**src/ile_pkg.sv**
```systemverilog
`timescale 1ns / 1ps
// ----------------------------------------------------------------------------
// indexed list engine package
// shared types, operation and status codes for the list engine
// ----------------------------------------------------------------------------
package ile_pkg;

  localparam int CapacityDef = 64;

  // operation codes of the kind field
  localparam logic [2:0] KIND_GET    = 3'd0;
  localparam logic [2:0] KIND_INSERT = 3'd1;
  localparam logic [2:0] KIND_FIND   = 3'd2;
  localparam logic [2:0] KIND_REMOVE = 3'd3;
  localparam logic [2:0] KIND_CLEAR  = 3'd4;

  // result status codes
  localparam logic [2:0] STATUS_OK      = 3'd0;
  localparam logic [2:0] STATUS_RANGE   = 3'd1;
  localparam logic [2:0] STATUS_NEG     = 3'd2;
  localparam logic [2:0] STATUS_FULL    = 3'd3;
  localparam logic [2:0] STATUS_MISSING = 3'd4;

  // memory walk performed by the sequencer
  typedef enum logic [1:0] {
    WALK_READ   = 2'd0,
    WALK_INSERT = 2'd1,
    WALK_FIND   = 2'd2,
    WALK_REMOVE = 2'd3
  } ile_walk_e;

  typedef struct packed {
    logic done;
    logic hit;
  } ile_stat_t;

  typedef struct packed {
    logic [2:0]         kind;
    logic [6:0]         position;
    logic signed [31:0] value;
  } ile_req_t;

  typedef struct packed {
    logic [2:0]         status;
    logic signed [31:0] data;
    logic [5:0]         found_at;
    logic [6:0]         count_after;
  } ile_res_t;

endpackage

```
**src/ile_walk.sv**
```systemverilog
`timescale 1ns / 1ps
// ----------------------------------------------------------------------------
// indexed list engine memory walker
// entry memory with registered read and a read-shift-write sequencer
// ----------------------------------------------------------------------------
module ile_walk #(
  parameter int CAPACITY = ile_pkg::CapacityDef
) (
  input  logic                           clk_i,
  input  logic                           rst_ni,
  input  logic                           go_i,
  input  ile_pkg::ile_walk_e             op_i,
  input  logic [$clog2(CAPACITY)-1:0]    pos_i,
  input  logic [$clog2(CAPACITY+1)-1:0]  cnt_i,
  input  logic [31:0]                    value_i,
  output ile_pkg::ile_stat_t             stat_o,
  output logic [31:0]                    data_o,
  output logic [$clog2(CAPACITY)-1:0]    idx_o
);

  localparam int AW = $clog2(CAPACITY);
  localparam int CW = $clog2(CAPACITY + 1);

  localparam logic [1:0] W_IDLE  = 2'd0;
  localparam logic [1:0] W_RUN   = 2'd1;
  localparam logic [1:0] W_FINAL = 2'd2;

  logic [31:0] mem_q [CAPACITY];
  logic [31:0] rdata_q;

  logic [1:0]         state_q, state_d;
  ile_pkg::ile_walk_e op_q, op_d;
  logic [AW-1:0]      rptr_q, rptr_d;
  logic [AW-1:0]      stop_q, stop_d;
  logic [AW-1:0]      paddr_q, paddr_d;
  logic [AW-1:0]      pos_q, pos_d;
  logic [AW-1:0]      idx_q, idx_d;
  logic [31:0]        val_q, val_d;
  logic [31:0]        data_q, data_d;
  logic               more_q, more_d;
  logic               pend_q, pend_d;
  logic               done_q, done_d;
  logic               hit_q, hit_d;

  logic          re, we;
  logic [AW-1:0] raddr, waddr;
  logic [31:0]   wdata;
  logic [CW-1:0] cnt_m1;

  assign cnt_m1 = cnt_i - 1'b1;

  always_ff @(posedge clk_i) begin
    if (we) begin
      mem_q[waddr] <= wdata;
    end
    if (re) begin
      rdata_q <= mem_q[raddr];
    end
  end

  always_comb begin
    state_d = state_q;
    op_d    = op_q;
    rptr_d  = rptr_q;
    stop_d  = stop_q;
    paddr_d = rptr_q;
    pos_d   = pos_q;
    idx_d   = idx_q;
    val_d   = val_q;
    data_d  = data_q;
    more_d  = more_q;
    pend_d  = 1'b0;
    done_d  = 1'b0;
    hit_d   = 1'b0;
    re      = 1'b0;
    raddr   = rptr_q;
    we      = 1'b0;
    waddr   = paddr_q;
    wdata   = rdata_q;
    unique case (state_q)
      W_IDLE: begin
        if (go_i) begin
          op_d  = op_i;
          pos_d = pos_i;
          val_d = value_i;
          unique case (op_i)
            ile_pkg::WALK_READ: begin
              rptr_d  = pos_i;
              stop_d  = pos_i;
              more_d  = 1'b1;
              state_d = W_RUN;
            end
            ile_pkg::WALK_INSERT: begin
              if (cnt_i == CW'(pos_i)) begin
                more_d  = 1'b0;
                state_d = W_FINAL;
              end else begin
                // move the tail up, highest entry first
                rptr_d  = cnt_m1[AW-1:0];
                stop_d  = pos_i;
                more_d  = 1'b1;
                state_d = W_RUN;
              end
            end
            ile_pkg::WALK_FIND: begin
              if (cnt_i == '0) begin
                done_d = 1'b1;
              end else begin
                rptr_d  = '0;
                stop_d  = cnt_m1[AW-1:0];
                more_d  = 1'b1;
                state_d = W_RUN;
              end
            end
            ile_pkg::WALK_REMOVE: begin
              rptr_d  = pos_i;
              stop_d  = cnt_m1[AW-1:0];
              more_d  = 1'b1;
              state_d = W_RUN;
            end
            default: state_d = W_IDLE;
          endcase
        end
      end
      W_RUN: begin
        re     = more_q;
        pend_d = more_q;
        if (more_q) begin
          if (rptr_q == stop_q) begin
            more_d = 1'b0;
          end else if (op_q == ile_pkg::WALK_INSERT) begin
            rptr_d = rptr_q - 1'b1;
          end else begin
            rptr_d = rptr_q + 1'b1;
          end
        end
        // rdata_q holds the entry at paddr_q
        if (pend_q) begin
          unique case (op_q)
            ile_pkg::WALK_READ: begin
              data_d  = rdata_q;
              done_d  = 1'b1;
              state_d = W_IDLE;
            end
            ile_pkg::WALK_INSERT: begin
              we    = 1'b1;
              waddr = paddr_q + 1'b1;
              if (!more_q) begin
                state_d = W_FINAL;
              end
            end
            ile_pkg::WALK_REMOVE: begin
              if (paddr_q == pos_q) begin
                data_d = rdata_q;
              end else begin
                we    = 1'b1;
                waddr = paddr_q - 1'b1;
              end
              if (!more_q) begin
                done_d  = 1'b1;
                state_d = W_IDLE;
              end
            end
            ile_pkg::WALK_FIND: begin
              if (rdata_q == val_q) begin
                done_d  = 1'b1;
                hit_d   = 1'b1;
                idx_d   = paddr_q;
                more_d  = 1'b0;
                pend_d  = 1'b0;
                state_d = W_IDLE;
              end else if (!more_q) begin
                done_d  = 1'b1;
                state_d = W_IDLE;
              end
            end
            default: state_d = W_IDLE;
          endcase
        end
      end
      W_FINAL: begin
        we      = 1'b1;
        waddr   = pos_q;
        wdata   = val_q;
        done_d  = 1'b1;
        state_d = W_IDLE;
      end
      default: state_d = W_IDLE;
    endcase
  end

  always_ff @(posedge clk_i or negedge rst_ni) begin
    if (!rst_ni) begin
      state_q <= W_IDLE;
      more_q  <= 1'b0;
      pend_q  <= 1'b0;
      done_q  <= 1'b0;
      hit_q   <= 1'b0;
    end else begin
      state_q <= state_d;
      more_q  <= more_d;
      pend_q  <= pend_d;
      done_q  <= done_d;
      hit_q   <= hit_d;
    end
  end

  always_ff @(posedge clk_i) begin
    op_q    <= op_d;
    rptr_q  <= rptr_d;
    stop_q  <= stop_d;
    paddr_q <= paddr_d;
    pos_q   <= pos_d;
    idx_q   <= idx_d;
    val_q   <= val_d;
    data_q  <= data_d;
  end

  assign stat_o.done = done_q;
  assign stat_o.hit  = hit_q;
  assign data_o      = data_q;
  assign idx_o       = idx_q;

  // a shift never reads the entry it overwrites in the same cycle
  a_no_rw_clash: assert property (@(posedge clk_i) disable iff (!rst_ni)
    (we && re) |-> (waddr != raddr))
    else $error("read and write hit the same entry");

  a_go_idle: assert property (@(posedge clk_i) disable iff (!rst_ni)
    go_i |-> (state_q == W_IDLE))
    else $error("walk started while busy");

  a_hit_done: assert property (@(posedge clk_i) disable iff (!rst_ni)
    hit_q |-> done_q)
    else $error("hit without completion");

  a_final_insert: assert property (@(posedge clk_i) disable iff (!rst_ni)
    (state_q == W_FINAL) |-> (op_q == ile_pkg::WALK_INSERT))
    else $error("final write outside an insert");

endmodule

```
**src/indexed_list_engine_core.sv**
```systemverilog
`timescale 1ns / 1ps
// ----------------------------------------------------------------------------
// indexed list engine core
// ordered list of signed words with get, insert, find, remove and clear
// ----------------------------------------------------------------------------
//  channel   ports                 direction  transaction
//  command   start, busy, req_i    in         start high while busy low
//  result    res_valid_o, res_o    out        one cycle, res_valid_o high
//
//  checks that fail, clear and unused kinds: result the cycle after the accept
//  get: the walk reads the entry, then the result is registered
//  insert at p with count c: entries c-1 down to p move up, then p is written
//  remove: entries p+1 to c-1 move down; find: walk ends at the first match
//  the walk runs one entry a cycle through the single-port-read entry memory
//  after reset the list is empty; the result cannot be held off
// ----------------------------------------------------------------------------
module indexed_list_engine_core #(
  parameter int CAPACITY = ile_pkg::CapacityDef
) (
  input  logic              clk_i,
  input  logic              rst_ni,
  input  logic              start,
  output logic              busy,
  input  ile_pkg::ile_req_t req_i,
  output logic              res_valid_o,
  output ile_pkg::ile_res_t res_o
);

  localparam int AW = $clog2(CAPACITY);
  localparam int CW = $clog2(CAPACITY + 1);
  localparam int PW = (CW > 7) ? CW : 7;
  localparam int IW = (AW > 6) ? AW : 6;

  logic [CW-1:0] cnt_q, cnt_d;
  logic          busy_q, busy_d;
  logic [2:0]    kind_q, kind_d;
  logic          res_valid_q, res_valid_d;
  logic [2:0]    status_q, status_d;
  logic [31:0]   data_q, data_d;
  logic [5:0]    found_q, found_d;

  logic               accept;
  logic               go;
  ile_pkg::ile_walk_e wop;
  logic [PW-1:0]      pos_ext, cnt_ext, cnt_q_ext;
  logic [IW-1:0]      idx_ext;
  logic               neg;

  ile_pkg::ile_stat_t walk_stat;
  logic [31:0]        walk_data;
  logic [AW-1:0]      walk_idx;

  assign accept  = start && !busy_q;
  assign pos_ext = PW'(req_i.position);
  assign cnt_ext = PW'(cnt_q);
  assign neg     = req_i.value[31];
  assign idx_ext = IW'(walk_idx);

  always_comb begin
    cnt_d       = cnt_q;
    busy_d      = busy_q;
    kind_d      = kind_q;
    res_valid_d = 1'b0;
    status_d    = status_q;
    data_d      = data_q;
    found_d     = found_q;
    go          = 1'b0;
    wop         = ile_pkg::WALK_READ;
    if (accept) begin
      kind_d      = req_i.kind;
      res_valid_d = 1'b1;
      status_d    = ile_pkg::STATUS_OK;
      data_d      = '0;
      found_d     = '0;
      unique case (req_i.kind)
        ile_pkg::KIND_GET: begin
          if (pos_ext >= cnt_ext) begin
            status_d = ile_pkg::STATUS_RANGE;
          end else begin
            go = 1'b1;
          end
        end
        ile_pkg::KIND_INSERT: begin
          if (pos_ext > cnt_ext) begin
            status_d = ile_pkg::STATUS_RANGE;
          end else if (neg) begin
            status_d = ile_pkg::STATUS_NEG;
          end else if (cnt_ext >= PW'(CAPACITY)) begin
            status_d = ile_pkg::STATUS_FULL;
          end else begin
            go    = 1'b1;
            wop   = ile_pkg::WALK_INSERT;
            cnt_d = cnt_q + 1'b1;
          end
        end
        ile_pkg::KIND_FIND: begin
          if (neg) begin
            status_d = ile_pkg::STATUS_NEG;
          end else begin
            go  = 1'b1;
            wop = ile_pkg::WALK_FIND;
          end
        end
        ile_pkg::KIND_REMOVE: begin
          if (pos_ext >= cnt_ext) begin
            status_d = ile_pkg::STATUS_RANGE;
          end else begin
            go    = 1'b1;
            wop   = ile_pkg::WALK_REMOVE;
            cnt_d = cnt_q - 1'b1;
          end
        end
        ile_pkg::KIND_CLEAR: cnt_d = '0;
        default: cnt_d = cnt_q;
      endcase
      // walked operations report when the walk finishes
      if (go) begin
        res_valid_d = 1'b0;
      end
      busy_d = go;
    end else if (walk_stat.done) begin
      busy_d      = 1'b0;
      res_valid_d = 1'b1;
      status_d    = ile_pkg::STATUS_OK;
      data_d      = '0;
      found_d     = '0;
      if (kind_q == ile_pkg::KIND_FIND && !walk_stat.hit) begin
        status_d = ile_pkg::STATUS_MISSING;
      end
      if (kind_q == ile_pkg::KIND_GET || kind_q == ile_pkg::KIND_REMOVE) begin
        data_d = walk_data;
      end
      if (walk_stat.hit) begin
        found_d = idx_ext[5:0];
      end
    end
  end

  always_ff @(posedge clk_i or negedge rst_ni) begin
    if (!rst_ni) begin
      cnt_q       <= '0;
      busy_q      <= 1'b0;
      res_valid_q <= 1'b0;
    end else begin
      cnt_q       <= cnt_d;
      busy_q      <= busy_d;
      res_valid_q <= res_valid_d;
    end
  end

  always_ff @(posedge clk_i) begin
    kind_q   <= kind_d;
    status_q <= status_d;
    data_q   <= data_d;
    found_q  <= found_d;
  end

  ile_walk #(
    .CAPACITY (CAPACITY)
  ) u_walk (
    .clk_i   (clk_i),
    .rst_ni  (rst_ni),
    .go_i    (go),
    .op_i    (wop),
    .pos_i   (pos_ext[AW-1:0]),
    .cnt_i   (cnt_q),
    .value_i (req_i.value),
    .stat_o  (walk_stat),
    .data_o  (walk_data),
    .idx_o   (walk_idx)
  );

  // count is already updated while the result is shown
  assign cnt_q_ext         = PW'(cnt_q);
  assign busy              = busy_q;
  assign res_valid_o       = res_valid_q;
  assign res_o.status      = status_q;
  assign res_o.data        = data_q;
  assign res_o.found_at    = found_q;
  assign res_o.count_after = cnt_q_ext[6:0];

  a_count_bound: assert property (@(posedge clk_i) disable iff (!rst_ni)
    cnt_q <= CW'(CAPACITY))
    else $error("count beyond capacity");

  a_done_busy: assert property (@(posedge clk_i) disable iff (!rst_ni)
    walk_stat.done |-> busy_q)
    else $error("walk finished while not busy");

  a_done_result: assert property (@(posedge clk_i) disable iff (!rst_ni)
    walk_stat.done |=> (res_valid_q && !busy_q))
    else $error("walk completion gave no result");

endmodule

```
**config.mk**
```make
export PLATFORM = sky130hd
export DESIGN_NAME = indexed_list_engine_core
export DESIGN_NICKNAME = d
export VERILOG_FILES = /design/src/ile_pkg.sv /design/src/ile_walk.sv /design/src/indexed_list_engine_core.sv
export SDC_FILE = /design/constraint.sdc
export NUM_CORES = 2
export LEC_CHECK = 0
export BUFFER_PORTS_ARGS = -buffer_cell sky130_fd_sc_hd__buf_2
export CELL_PAD_IN_SITES_DETAIL_PLACEMENT = 1
export CELL_PAD_IN_SITES_GLOBAL_PLACEMENT = 2
export CORE_ASPECT_RATIO = 2
export CORE_UTILIZATION = 50
export DETAILED_ROUTE_END_ITERATION = 10
export GPL_TIMING_DRIVEN = 0
export HOLD_SLACK_MARGIN = 0.03
export PLACE_DENSITY = 0.82
export SLEW_MARGIN = 5
export SYNTH_ARGS = -nofsm -noshare
export SYNTH_HDL_FRONTEND = slang
export SYNTH_SLANG_ARGS = --single-unit
```
**constraint.sdc**
```tcl
create_clock -name clk_i -period 5.95 [get_ports clk_i]
set_clock_uncertainty 0.15 [all_clocks]
set_input_delay 1.19 -clock clk_i [delete_from_list [all_inputs] [get_ports clk_i]]
set_output_delay 1.19 -clock clk_i [all_outputs]
set_load 0.05 [all_outputs]
```
### Word-level counts from Yosys, hierarchy flattened

Memory sizes are Yosys's and may differ from the RTL's. A register that Yosys moved wholly into a read port is not among the register bits.
Cells that the tools add are included.

| storage, ports and cells | value |
|---|---|
| RAM bits | 2048 |
| memories | 1 |
| register bits | 155 |
| input port bits | 45 |
| word-level logic and storage cells | 184 |

| cells by class | value |
|---|---|
| order comparisons | 3 |
| $add $sub $neg | 6 |
| equal/unequal tests | 32 |
| reductions and logical operators | 25 |
| muxes and demuxes | 97 |

Memory list:

| memory | words | width | rd ports | clocked after memory_dff | write ports | RTL line | RTL |
|---|---|---|---|---|---|---|---|
| u_walk.mem_q | 64 | 32 | 1 | 1 | 1 | ile_walk.sv:28 | `logic [31:0] mem_q [CAPACITY];` |

Operator list:

| cell | number |
|---|---|
| two-way mux 32 bit | 3 |
| two-way mux 6 bit | 11 |
| case mux 32 bit (2 select lines) | 1 |
| two-way mux 1 bit | 43 |
| case mux 6 bit (2 select lines) | 3 |
| == test 32 bit | 1 |
| two-way mux 2 bit | 14 |
| two-way mux 7 bit | 4 |
| case mux 6 bit (4 select lines) | 1 |
| case mux 7 bit (3 select lines) | 1 |
| case mux 2 bit (3 select lines) | 3 |
| case mux 6 bit (3 select lines) | 1 |
| != test 2 bit, second input constant | 8 |
| AND reduction 4 bit | 4 |
| adder 6 x 1 -> 6 bit, second input constant | 2 |
| == test 3 x 2 -> 1 bit, second input constant | 4 |
| == test 6 bit | 2 |
| case mux 1 bit (3 select lines) | 4 |
| AND reduction 6 bit | 2 |
| subtractor 6 x 1 -> 6 bit, second input constant | 2 |
| == test 2 bit, second input constant | 5 |
| two-way mux 3 bit | 3 |
| != test 3 bit, second input constant | 3 |
| case mux 2 bit (4 select lines) | 1 |
| 23 further kinds | 37 |

### Depth between registers and ports, before layout

| logic depth | value |
|---|---|
| depth in word-level cells | 11 |
| gate-level depth with buffers | 16 |
| depth with buffers taken out | 15 |

### By module

From an unflattened synthesis, not the netlist that was laid out.

| unflattened totals | value |
|---|---|
| cell total of the unflattened synthesis | 3864 |
| area total of the unflattened synthesis | 86406.6 um2 |

By module, submodules not included:

| module | cells each | times used | area an instance (um2) |
|---|---|---|---|
| ile_walk | 3652 | 1 | 84064.4 |
| indexed_list_engine_core | 212 | 1 | 2342.2 |

### Worst setup path before layout

Ideal clock, no wire load.

| path | value |
|---|---|
| kind | register to register |
| from | reg u_walk.state_q[0] |
| to | mem u_walk.mem_q[58][0] (enable) |
| period minus slack after synthesis | 5.136 ns |
| data arrival time | 4.525 ns |
| stages on the path, launching flop included | 10 |
| data required time | 5.339 ns |
| setup slack | 0.814 ns |
| cells stage by stage | dfrtp_1 inv_1 ha_1 clkbuf_1 inv_1 or4_1 o31a_1 a211oi_1 nand2_1 nor3_1 |

| between the ends | value |
|---|---|
| word-level cells in the longest chain between the ends | 4 |

RTL lines:

| what | RTL line | RTL |
|---|---|---|
| start, declared | ile_walk.sv:31 | `logic [1:0] state_q, state_d;` |
| start signal, assigned | ile_walk.sv:200 | `state_q <= state_d;` |
| == test 2 bit or == test 2 x 1 -> 1 bit (tied branches) | ile_walk.sv:80 | `unique case (state_q)` |
| case mux 1 bit (2 select lines) | ile_walk.sv:80 |  |
| two-way mux 1 bit | ile_walk.sv:53 | `if (we) begin` |
| two-way mux 1 bit (not written as such) | ile_walk.sv:54 | `mem_q[waddr] <= wdata;` |
| end, declared | ile_walk.sv:28 |  |

Several ways; a longest one is shown, not always the timed one.

### Worst setup path after layout

| path | value |
|---|---|
| from | reg u_walk.paddr_q[2] |
| to | mem u_walk.mem_q[26][9] (enable) |

| between the ends | value |
|---|---|
| word-level cells in the longest chain between the ends | 7 |

RTL lines:

| what | RTL line | RTL |
|---|---|---|
| start, declared | ile_walk.sv:35 | `logic [AW-1:0] paddr_q, paddr_d;` |
| start signal, assigned | ile_walk.sv:212 | `paddr_q <= paddr_d;` |
| branches (longest 7 deep; another with subtractor 6 x 1 -> 6 bit) | - |  |

Several ways; the timed one is not identified.

==> results_dict.tcl <==
set metrics [dict create \
    synth-main-ff-cell "edfxtp_1" \
    final_util_pct 57.08 \
    grt_pass1_wl_um 346900 \
    r2r_start "u_walk.paddr_q[2]" \
    wl_per_cell_um 39.12 \
    place_area_um2 91610 \
    fp.dieW_um 295.7 \
    holdCritPathClass "input port to async pin" \
    synth_top_family_by_area "multiplexers" \
    synth_seq_cells 2235 \
    finalMaxSlewViolations 0 \
    ff2ff_path_depth 11 \
    drt-vias-per-instance 6.539 \
    antenna_found_initial 13 \
    relSlewSlack_pct 5.181 \
    cts_max_level 4 \
    r2r_end "u_walk.mem_q[26][9]" \
    drtPass1Iterations 5 \
    setup_slack_ns 0.4929 \
    wirelength_um 253400 \
    endpoint "u_walk.mem_q[26][9]" \
    stdcell_area_um2 97810 \
    io_pins 95 \
    nNetsFinal 4127 \
    yosys.area_share.adder_pct 0.3569 \
    gp_congestion 0.9040 \
    muxShareOfSynthArea_pct 18.01 \
    fp.coreArea_um2 171400 \
    clock_sinks 2235 \
    core.rowCount 215 \
    synth_nets 3753 \
    yosysUniqueCellTypes 62 \
    clkLatencyLatePin_ns 0.84 \
    path_class "flip-flop to flip-flop" \
    synth-compound-area-share_pct 1.371 \
    cap_violations 0 \
    start_kind "flip-flop" \
    synth_edf_count 2176 \
    fin_setup_tns_ns 0 \
    outcome "finished clean" \
    worstSetupEndpointType "flip-flop" \
    synthTopCellsByArea "edfxtp_1, mux4_2, dfxtp_1, mux2_2, clkbuf_1" \
    post-place-ws_ns 0.6323 \
    die_h_um 589.4 \
    synth_area_per_cell_um2 23.41 \
    power_density_nw_per_um2 493.1 \
    post-cts-setup-buffers 0 \
    syn_to_final_growth_pct 13.40 \
    start_util_pct 50.33 \
    clockBufferDepth 4 \
    clk_pin_slew_ns 0.08 \
    synth_top_cell_area_share_pct 75.76 \
    postCtsHoldBufs 0 \
    grt_pass1_vias 44840 \
    critical_path_required_ns 6.33 \
    vdd_ir_drop_max_v 0.0003174 \
    synthSimpleGateAreaFrac_pct 1.391 \
    syn_area_um2 86250 \
    path_max_fanout 10 \
    power.total_mw 48.23 \
    rrSetupSlack_ns 0.49 \
    dpl.hpwl_um 165000 \
    fillerInstances 14260 \
    worstMarginPinSlew_ns 1.422 \
    drive_above_1_share_pct 31.29 \
    crit_path_start "u_walk.paddr_q[2]" \
    fin_crit_sh_pct 91.72 \
    synth_top_area_cell "edfxtp_1" \
    yosys.area_share.xor_xnor_pct 0.5890 \
    postCtsResizedCells 0 \
    vias 42360 \
    grt_use_total_pct 29.30 \
    async_flop_share_pct 0.6711 \
    grt_max_degree 65 \
    numCtsBuffers 183 \
    syn_inst 3684 \
    period_needed_ns 5.457 \
    grt_setup_unrepaired "no" \
    finalHoldViolations 0 \
    leakage_nw 30.43 \
    drc_errors 0 \
    max_freq_mhz 183.2 \
    ys.warnings.count 0 \
    cts_tree "done" \
    drt-initial-drc-count 4812 \
    setup_viol 0 \
    clock_tree.root_cell "clkbuf_16" \
    ys_seq_area_share_pct 77.22 \
    arrival_ns 5.83 \
    grt_overflow 0 \
    ant_nets 0 \
    die_area_um2 174300 \
    io_buffers 94 \
]
[metrics by stage]
step / cells / hold WS [ns]
3_5_place_dp: 6151 / 0.2240
5_1_grt: 6475 / 0.1742
2_1_floorplan: 3684 / 0.1962
6_report: 6478 / 0.1636
3_3_place_gp: 6056 / 0.1984
4_1_cts: 6474 / 0.1353
[area by class of cell]
class / count / area [um2] / share of cell area (%)
repair buffers: 189 / 2042 / 2.088
well taps: 2278 / 2850 / 2.914
multi-input cells: 1233 / 19260 / 19.69
clock inverters: 109 / 1330 / 1.360
diodes: 4 / 10.01 / 0.01023
plain buffers: 188 / 823.3 / 0.8417
inverters: 28 / 105.1 / 0.1075
flip-flops and latches: 2235 / 66600 / 68.09
clock buffers: 214 / 4787 / 4.894
[flip-flops by register name, summed over array words and instances (netlist names), 2 cells and up]
signal          cells
u_walk.pos_q        6
u_walk.stop_q       6
u_walk.idx_o        6
u_walk.paddr_q      6
status_q            3
cnt_ext             7
data_q             32
u_walk.op_q         2
u_walk.val_q       32
u_walk.paddr_d      6
u_walk.state_q      2
kind_q              3
u_walk.rdata_q     32
u_walk.mem_q     2048
found_q             6
u_walk.data_o      32
[cell usage in the layout, fill, tap and decap left out, types with 38 or more instances in the layout]
cell type / count
buf_2: 151
nor2_1: 44
mux4_2: 660
buf_12: 53
nand2_1: 51
nor2_4: 56
dfxtp_1: 44
xor2_1: 38
clkbuf_16: 184
edfxtp_1: 2176
a21oi_1: 40
clkbuf_1: 118
[worst max-delay path, stage by stage (launching register included)]
cell      delay [ns]
dfxtp_1         0.59
clkbuf_1        0.47
xnor2_1         0.21
nand2_1         0.20
o21ai_0         0.20
a21oi_1         0.14
o21ai_0         0.71
nand3_1         0.82
nor3_2          0.95
buf_6           0.27
buf_4           0.24
buf_6           0.19
[power by group]
part / internal [mW] / total [mW] / switching [mW]
Sequential: 19.5 / 19.7 / 0.243
Clock: 7.08 / 12.7 / 5.66
Combinational: 5.72 / 15.8 / 10.0
Total: 32.3 / 48.2 / 15.9
[how the worst min path moves through the flow]
stage                            from  cells after the start                 to  slack, ns
CTS                            rst_ni                      1      u_walk.pend_q       0.14
floorplan           u_walk.paddr_d[0]                      0  u_walk.paddr_q[0]       0.20
global placement    u_walk.paddr_d[5]                      0  u_walk.paddr_q[5]       0.20
global route                   rst_ni                      1      u_walk.pend_q       0.17
detailed placement  u_walk.paddr_d[5]                      0  u_walk.paddr_q[5]       0.22
finish                         rst_ni                      1      u_walk.pend_q       0.16
[synthesized netlist by cell type (all sizes together) (5+ instances only)]
cell,number
a21o,6
inv,28
a31oi,7
nand2b,7
mux2,45
and3,8
dfrtp,15
nor2b,6
nor3,18
nand3,18
ha,23
o21ai,34
clkbuf,101
nor4,12
a32oi,5
xor2,38
and2,8
a211oi,7
o22ai,7
mux2i,16
o31ai,6
a21oi,40
dfxtp,44
nand2,51
xnor2,20
edfxtp,2176
nor2,100
nand4,6
buf,87
a22o,32
a22oi,8
mux4,660
[metal layers]
metal | global-route usage, % | wire [um] | up-vias
met5 | 0 | 44 | -
met1 | 31.28 | 78940 | 22510
met4 | 20.57 | 21250 | 8
li1 | - | - | 16460
met2 | 52.62 | 135100 | 2608
met3 | 4.310 | 18100 | 766
[cell families after synthesis]
| logic type | after synthesis |
|---|---|
| fa+ha+maj | 24 |
| mux | 721 |
| flops | 2235 |
| xor+xnor | 58 |
| compound gates | 175 |
| buf+inv | 216 |
| simple gates | 255 |
Power figures use the tool's default switching activity.
